<file path="config.mk">
export PLATFORM = sky130hd
export DESIGN_NAME = software_timer_table_unit
export DESIGN_NICKNAME = d
export VERILOG_FILES = /design/src/design/stt_pkg.sv /design/src/design/software_timer_table_unit.sv
export SDC_FILE = /design/constraint.sdc
export NUM_CORES = 2
export LEC_CHECK = 0
export BUFFER_PORTS_ARGS = -buffer_cell sky130_fd_sc_hd__buf_2
export CORE_AREA = 2 2 329 396
export CTS_BUF_LIST = sky130_fd_sc_hd__clkbuf_16
export DETAILED_ROUTE_END_ITERATION = 10
export DIE_AREA = 0 0 331 398
export GPL_ROUTABILITY_DRIVEN = 0
export PLACE_DENSITY = 0.73
export SYNTH_ARGS = -nofsm -noshare
export SYNTH_HDL_FRONTEND = slang
export SYNTH_SLANG_ARGS = --single-unit
</file>
<file path="constraint.sdc">
create_clock -name clk -period 11.45 [get_ports clk]
set_input_delay 0 -clock clk [delete_from_list [all_inputs] [get_ports clk]]
set_output_delay 0 -clock clk [all_outputs]
set_load 0.01 [all_outputs]
</file>
<file path="src/design/stt_pkg.sv">
`timescale 1ns / 1ps
// types and constants shared by the software timer table
// no dependencies
package stt_pkg;

  // operation codes of an input word
  localparam logic OP_TICK = 1'b0;
  localparam logic OP_ADD  = 1'b1;

  // timer modes of an add
  localparam logic MODE_ONESHOT  = 1'b0;
  localparam logic MODE_PERIODIC = 1'b1;

  // result kinds
  localparam logic KIND_ADD  = 1'b0;
  localparam logic KIND_FIRE = 1'b1;

  // at most this many fire results per tick
  localparam int RESULT_LIMIT = 16;
  localparam int FIRE_CNT_W   = $clog2(RESULT_LIMIT + 1);

  typedef struct packed {
    logic               operation;
    logic               timer_mode;
    logic [31:0]        period;
    logic signed [31:0] user_handle;
  } in_word_t;

  typedef struct packed {
    logic               reply_kind;
    logic [3:0]         slot_index;
    logic               add_ok;
    logic signed [31:0] fired_handle;
    logic [31:0]        tick_total;
    logic               last_of_run;
  } out_word_t;

  // one entry of the slot memory
  typedef struct packed {
    logic [31:0]        remaining;
    logic [31:0]        reload;
    logic signed [31:0] handle;
  } slot_entry_t;

endpackage

</file>
<file path="src/design/software_timer_table_unit.sv">
`timescale 1ns / 1ps
// software timer table: slot memory, add search and tick sweep
// depends on stt_pkg
//
// A word is taken when start is high and busy is low; results come out one per
// cycle on out_valid and cannot be held off. An add with a zero period is refused
// without raising busy, its reply on the result ports in the next cycle. Any other
// add searches the active bits for the lowest free slot, one slot per cycle, and
// stays busy until it claims a slot or finds the table full, with its single
// reply appearing in the cycle that busy drops. A tick sweeps the slot memory one
// entry per cycle (read, decrement, write back); its fire results, at most
// RESULT_LIMIT per tick, come out in slot order during the sweep, each held back
// until the next fire, so that the final one, sent in the cycle that busy drops,
// carries last_of_run.
// A tick with no expiry gives no result. No clearing pass is needed after reset.
module software_timer_table_unit #(
  parameter int SLOT_COUNT = 16
) (
  input  logic              clk,
  input  logic              rst_n,
  input  logic              start,
  output logic              busy,
  input  stt_pkg::in_word_t in_word,
  output logic              out_valid,
  output stt_pkg::out_word_t out_word
);

  localparam int IDX_W = (SLOT_COUNT > 1) ? $clog2(SLOT_COUNT) : 1;
  localparam int CNT_W = $clog2(SLOT_COUNT + 1);
  localparam logic [CNT_W-1:0] SLOT_NUM_C = CNT_W'(SLOT_COUNT);
  localparam logic [IDX_W-1:0] SLOT_MAX_C = IDX_W'(SLOT_COUNT - 1);
  localparam logic [stt_pkg::FIRE_CNT_W-1:0] FIRE_LIMIT_C =
    stt_pkg::FIRE_CNT_W'(stt_pkg::RESULT_LIMIT);

  typedef enum logic [3:0] {
    S_IDLE  = 4'b0001,
    S_ADD   = 4'b0010,
    S_TICK  = 4'b0100,
    S_FLUSH = 4'b1000
  } state_t;

  // control state
  state_t                          state_r, state_nxt;
  logic [SLOT_COUNT-1:0]           active_r, active_nxt;
  logic [SLOT_COUNT-1:0]           periodic_r, periodic_nxt;
  logic [31:0]                     tick_cnt_r, tick_cnt_nxt;
  logic                            out_valid_r, out_valid_nxt;
  logic                            proc_valid_r, proc_valid_nxt;
  logic                            hold_valid_r, hold_valid_nxt;

  // datapath registers
  stt_pkg::in_word_t               req_r, req_nxt;
  stt_pkg::out_word_t              out_word_r, out_word_nxt;
  logic [IDX_W-1:0]                add_idx_r, add_idx_nxt;
  logic [CNT_W-1:0]                rd_cnt_r, rd_cnt_nxt;
  logic [IDX_W-1:0]                proc_idx_r, proc_idx_nxt;
  logic [stt_pkg::FIRE_CNT_W-1:0]  fire_cnt_r, fire_cnt_nxt;
  logic [3:0]                      hold_slot_r, hold_slot_nxt;
  logic signed [31:0]              hold_handle_r, hold_handle_nxt;

  // slot memory
  stt_pkg::slot_entry_t            slot_mem [SLOT_COUNT];
  stt_pkg::slot_entry_t            mem_rdata_r;
  stt_pkg::slot_entry_t            mem_wdata;
  logic                            mem_we;
  logic [IDX_W-1:0]                mem_waddr;
  logic [IDX_W-1:0]                rd_addr;

  // slot numbers as 4-bit result fields
  logic [IDX_W+3:0]                add_slot_ext;
  logic [IDX_W+3:0]                proc_slot_ext;
  logic [31:0]                     dec_ticks;

  assign add_slot_ext  = {4'b0000, add_idx_r};
  assign proc_slot_ext = {4'b0000, proc_idx_r};
  assign dec_ticks     = mem_rdata_r.remaining - 32'd1;
  assign rd_addr       = rd_cnt_r[IDX_W-1:0];

  assign busy      = (state_r != S_IDLE);
  assign out_valid = out_valid_r;
  assign out_word  = out_word_r;

  // next state and datapath
  always_comb begin
    state_nxt       = state_r;
    active_nxt      = active_r;
    periodic_nxt    = periodic_r;
    tick_cnt_nxt    = tick_cnt_r;
    out_valid_nxt   = 1'b0;
    proc_valid_nxt  = 1'b0;
    hold_valid_nxt  = hold_valid_r;
    req_nxt         = req_r;
    out_word_nxt    = out_word_r;
    add_idx_nxt     = add_idx_r;
    rd_cnt_nxt      = rd_cnt_r;
    proc_idx_nxt    = proc_idx_r;
    fire_cnt_nxt    = fire_cnt_r;
    hold_slot_nxt   = hold_slot_r;
    hold_handle_nxt = hold_handle_r;
    mem_we          = 1'b0;
    mem_waddr       = proc_idx_r;
    mem_wdata       = mem_rdata_r;

    case (state_r)
      S_IDLE: begin
        if (start) begin
          req_nxt = in_word;
          if (in_word.operation == stt_pkg::OP_ADD) begin
            if (in_word.period == 32'd0) begin
              // zero period is refused at once
              out_valid_nxt             = 1'b1;
              out_word_nxt.reply_kind   = stt_pkg::KIND_ADD;
              out_word_nxt.slot_index   = 4'd0;
              out_word_nxt.add_ok       = 1'b0;
              out_word_nxt.fired_handle = in_word.user_handle;
              out_word_nxt.tick_total   = tick_cnt_r;
              out_word_nxt.last_of_run  = 1'b1;
            end else begin
              add_idx_nxt = '0;
              state_nxt   = S_ADD;
            end
          end else begin
            tick_cnt_nxt   = tick_cnt_r + 32'd1;
            rd_cnt_nxt     = '0;
            fire_cnt_nxt   = '0;
            hold_valid_nxt = 1'b0;
            state_nxt      = S_TICK;
          end
        end
      end

      S_ADD: begin
        // look for the lowest free slot
        if (!active_r[add_idx_r]) begin
          mem_we                    = 1'b1;
          mem_waddr                 = add_idx_r;
          mem_wdata.remaining       = req_r.period;
          mem_wdata.reload          = req_r.period;
          mem_wdata.handle          = req_r.user_handle;
          active_nxt[add_idx_r]     = 1'b1;
          periodic_nxt[add_idx_r]   = (req_r.timer_mode == stt_pkg::MODE_PERIODIC);
          out_valid_nxt             = 1'b1;
          out_word_nxt.reply_kind   = stt_pkg::KIND_ADD;
          out_word_nxt.slot_index   = add_slot_ext[3:0];
          out_word_nxt.add_ok       = 1'b1;
          out_word_nxt.fired_handle = req_r.user_handle;
          out_word_nxt.tick_total   = tick_cnt_r;
          out_word_nxt.last_of_run  = 1'b1;
          state_nxt                 = S_IDLE;
        end else if (add_idx_r == SLOT_MAX_C) begin
          // table full
          out_valid_nxt             = 1'b1;
          out_word_nxt.reply_kind   = stt_pkg::KIND_ADD;
          out_word_nxt.slot_index   = 4'd0;
          out_word_nxt.add_ok       = 1'b0;
          out_word_nxt.fired_handle = req_r.user_handle;
          out_word_nxt.tick_total   = tick_cnt_r;
          out_word_nxt.last_of_run  = 1'b1;
          state_nxt                 = S_IDLE;
        end else begin
          add_idx_nxt = add_idx_r + 1'b1;
        end
      end

      S_TICK: begin
        // issue the read of the next slot
        if (rd_cnt_r < SLOT_NUM_C) begin
          proc_valid_nxt = 1'b1;
          proc_idx_nxt   = rd_cnt_r[IDX_W-1:0];
          rd_cnt_nxt     = rd_cnt_r + 1'b1;
        end

        // decrement the slot read last cycle and write it back
        if (proc_valid_r && active_r[proc_idx_r]) begin
          mem_we = 1'b1;
          if (dec_ticks == 32'd0) begin
            if (periodic_r[proc_idx_r]) begin
              mem_wdata.remaining = mem_rdata_r.reload;
            end else begin
              mem_wdata.remaining    = dec_ticks;
              active_nxt[proc_idx_r] = 1'b0;
            end
            if (fire_cnt_r < FIRE_LIMIT_C) begin
              fire_cnt_nxt = fire_cnt_r + 1'b1;
              // a newer fire releases the held one as not last
              if (hold_valid_r) begin
                out_valid_nxt             = 1'b1;
                out_word_nxt.reply_kind   = stt_pkg::KIND_FIRE;
                out_word_nxt.slot_index   = hold_slot_r;
                out_word_nxt.add_ok       = 1'b0;
                out_word_nxt.fired_handle = hold_handle_r;
                out_word_nxt.tick_total   = tick_cnt_r;
                out_word_nxt.last_of_run  = 1'b0;
              end
              hold_valid_nxt  = 1'b1;
              hold_slot_nxt   = proc_slot_ext[3:0];
              hold_handle_nxt = mem_rdata_r.handle;
            end
          end else begin
            mem_wdata.remaining = dec_ticks;
          end
        end

        if (proc_valid_r && (proc_idx_r == SLOT_MAX_C)) begin
          state_nxt = S_FLUSH;
        end
      end

      S_FLUSH: begin
        // the held fire is the last of the tick
        if (hold_valid_r) begin
          out_valid_nxt             = 1'b1;
          out_word_nxt.reply_kind   = stt_pkg::KIND_FIRE;
          out_word_nxt.slot_index   = hold_slot_r;
          out_word_nxt.add_ok       = 1'b0;
          out_word_nxt.fired_handle = hold_handle_r;
          out_word_nxt.tick_total   = tick_cnt_r;
          out_word_nxt.last_of_run  = 1'b1;
        end
        hold_valid_nxt = 1'b0;
        state_nxt      = S_IDLE;
      end

      default: begin
        state_nxt = S_IDLE;
      end
    endcase
  end

  // control registers
  always_ff @(posedge clk) begin
    if (!rst_n) begin
      state_r      <= S_IDLE;
      active_r     <= '0;
      periodic_r   <= '0;
      tick_cnt_r   <= '0;
      out_valid_r  <= 1'b0;
      proc_valid_r <= 1'b0;
      hold_valid_r <= 1'b0;
    end else begin
      state_r      <= state_nxt;
      active_r     <= active_nxt;
      periodic_r   <= periodic_nxt;
      tick_cnt_r   <= tick_cnt_nxt;
      out_valid_r  <= out_valid_nxt;
      proc_valid_r <= proc_valid_nxt;
      hold_valid_r <= hold_valid_nxt;
    end
  end

  // payload registers
  always_ff @(posedge clk) begin
    req_r         <= req_nxt;
    out_word_r    <= out_word_nxt;
    add_idx_r     <= add_idx_nxt;
    rd_cnt_r      <= rd_cnt_nxt;
    proc_idx_r    <= proc_idx_nxt;
    fire_cnt_r    <= fire_cnt_nxt;
    hold_slot_r   <= hold_slot_nxt;
    hold_handle_r <= hold_handle_nxt;
  end

  // slot memory, one write and one registered read per cycle
  always_ff @(posedge clk) begin
    if (mem_we) begin
      slot_mem[mem_waddr] <= mem_wdata;
    end
    mem_rdata_r <= slot_mem[rd_addr];
  end

endmodule
</file>
==> impl_results.md <==
- Sequential share of power: 54.4%
- H-Tree Depth: 4
- All-Layer GR Usage: 25.78%
- Worst slew pin tran: 1.238 ns
- Postcts setup bufs: 0
- Final Setup Violations: 0
- Worst-path clk slew: 0.06 ns
- Most numerous cell in the Yosys netlist: edfxtp_1
- Total Neg Setup Slack: 0 ns
- Leading area contributor after synthesis: edfxtp_1
- RR Startpoint: add_idx_r[0]$_SDFFCE_PN0P_
- Storage cell area: 55170 µm²
- Min-delay src: in_word[20]
- Root Driver: clkbuf_16
- R2R cell count: 10
- Die X: 331 µm
- Worst R2R End: slot_mem[13][38]$_DFFE_PP_
- Buffer depth of the longest clock path: 3
- Worst VDD drop: 164.2 µV
- Mean Syn Cell Area: 21.34 µm²
- Synth area leaders: edfxtp_1, mux4_2, dfxtp_1, clkbuf_1, mux2_2
- Cell Area, Synth: 72310 µm²
- Synth top cells by count: edfxtp_1, mux4_2, dfxtp_1
- CTS tree: done
- Core box area: 127900 µm²
- Int Power: 11.51 mW
- Clock skew: 0.03548 ns
- Via count: 35880
- Pwr/cell area: 181.2 nW/µm²
- Switching share of power: 22.75%
- Slew Limit Headroom: 16.93%
- Number of max-cap violations: 0
- Critical Path Source: add_idx_r[0]$_SDFFCE_PN0P_
- Synthesis-to-layout area growth: 13.70%
- Pre-CTS setup slack: 5.689 ns
- Avg WL per Cell: 29.89 µm
- Initial DRC count: 4330
- Number of port buffers: 141
- Die area: 131700 µm²
- Switching power: 3.388 mW
- CP Max Fanout: 54
- Area share of the largest cell type after synthesis: 71.68%
- Asr flop ratio synth: 0%
- Largest net degree at the start of global routing: 158
- Initial antenna violation count: 2
- Main synth FF type: edfxtp_1
- Comb pwr share: 8.3%
- Insertion delay to the later sink of the worst-skew pair: 0.81 ns
- Detailed Routing Iterations Pass 1: 9
- Library cells used by synthesis: 71
- Via-to-Cell Ratio: 6.412
- Placed insts: 5126
- Global-route wire length before repair: 244700 µm
- GRT overflow: 0
- Vias in the first global route: 36580
- CP Data Arrival Time: 6.26 ns
- Chip Height: 398 µm
- Clk sinks: 1893
- Crit path launch type: register
- Placed cell areas: 75340 µm²
- Final nets: 3841
- Fraction of layout cells with a size suffix above 1: 26.86%
- Multi-input gate area: 16280 µm²
- Final Cycle Share: 51.09%
- Post-CTS Resized: 0
- Number of synthesized flops with an enable pin: 1726
- CP Capture Point: slot_mem[13][38]$_DFFE_PP_
- Final HPWL DP: 90500 µm
- Hold Crit Class: primary input to register
- WL final: 167200 µm
- Post-Syn Instances: 3388
- RSZ-0062 raised after global routing: no
- DRC: 0
- Fmax: 170.9 MHz
- Final Max Tran Viols: 0
- Min cycle time layout: 5.850 ns
- I/O Pins: 142
- #FFs+latches synth: 1893
- R2R Setup Slk: 5.60 ns
- Initial Utilization: 56.53%
- Cts bufs inserted: 177
- Clock share of power: 37.3%
- Non-filler instance count after layout: 5596
- Final Instance Area: 82210 µm²
- DRT antenna net count: 0
- Fill count: 8265
- CP Capture Type: register
- Final WS setup: 5.600 ns
- CP Data Required Time: 11.86 ns
- Inserted Diodes: 0
- Final Hold Viols: 0
- P_leak: 26.59 nW
- Overall power: 14.89 mW
- Cell Rows: 144
- Status: complete, no violations
- CTS Hold Bufs: 137
- Syn Nets: 3466
- Seq/Total Area, Yosys: 76.30%
- Setup CP Type: register to register
- Synth warnings: 0
[worst min-delay path by stage]
stage / cells past startpoint / slack (ns) / to
5_1_grt: 4 / 0.03 / out_word[33]$_DFFE_PP_
6_report: 4 / 0.05 / out_word[53]$_DFFE_PP_
3_5_place_dp: 1 / 0.18 / req_r[64]$_DFFE_PP_
4_1_cts: 4 / 0.0003 / out_word[42]$_DFFE_PP_
3_3_place_gp: 1 / 0.18 / req_r[64]$_DFFE_PP_
2_1_floorplan: 0 / 0.1 / req_r[0]$_DFFE_PP_
[final cells by class]
type                    count  area share, %
inverters                  88         0.4018
clock inverters           152          1.183
well taps                1679          2.555
clock buffers             181          5.509
multi-input cells        1230          19.80
flip-flops and latches   1893          67.11
repair buffers            373          3.439
[worst max-delay path, cell delays in order (launching register included)]
cell       delay (ns)
edfxtp_1         0.70
mux4_2           0.59
mux2i_1          0.39
o2bb2ai_4        0.17
buf_4            0.51
buf_4            0.67
and3_1           0.31
nor2_1           0.19
nor2_4           0.15
buf_4            0.76
buf_4            0.85
[placed cells by master (no fill, tap or decap), types with 17 or more instances in the layout]
| cell | count |
|---|---|
| dfxtp_1 | 167 |
| and2_1 | 39 |
| xnor2_1 | 22 |
| nor2_1 | 49 |
| nand2_1 | 86 |
| clkbuf_16 | 181 |
| mux4_2 | 490 |
| nor2b_1 | 21 |
| edfxtp_1 | 1726 |
| inv_1 | 151 |
| nand3_1 | 28 |
| nor3_1 | 20 |
| mux2_2 | 37 |
| xor2_1 | 21 |
| nor4_1 | 23 |
| o21ai_0 | 69 |
| dlygate4sd3_1 | 137 |
| buf_4 | 92 |
| a222oi_1 | 38 |
| mux2i_1 | 22 |
| clkinv_1 | 47 |
| buf_2 | 141 |
| nand4_1 | 17 |
[metrics by stage]
stage | hold slack, ns | util (%)
after floorplan | 0.09887 | -
after global placement | 0.1826 | 58.90
after detailed placement | 0.1843 | 58.90
after CTS | 0.0002980 | 64.27
after global routing | 0.03151 | 64.27
final | 0.04640 | 64.27
[power groups by stage]
stage	Clock [mW]	Combinational [mW]	Sequential, mW
floorplan	0	0.765	8.18
global placement	0	1.17	8.24
detailed placement	0	1.20	8.24
CTS	5.65	1.24	8.10
global route	5.90	1.33	8.11
finish	5.56	1.23	8.10
[cells by family (layout without fill, tap and decap cells)]
family          Yosys count  in the layout  synth area share, %
flops                  1893           1893                76.30
fa+ha+maj                 9              9               0.1557
simple gates            374            374                2.857
buf+inv                 265            794                1.436
mux                     549            549                16.14
xor+xnor                 44             44               0.5433
compound gates          254            254                2.566
[registers in the layout (all words and copies together), names as in the netlist, 16 cells and up]
signal	flops
req_r	65
out_word	71
periodic_r	16
active_r	16
slot_mem	1536
tick_cnt_r	32
hold_handle_r	32
mem_rdata_r	96
[layer usage]
metal | vias to the layer above | track usage [%] | wire [µm]
met5 | - | 0 | 13
met2 | 1801 | 41.98 | 83630
met4 | 2 | 7.939 | 4437
met3 | 287 | 4.552 | 13270
met1 | 18900 | 36.10 | 65890
li1 | 14890 | - | -
(Power assumes the default switching activity.)
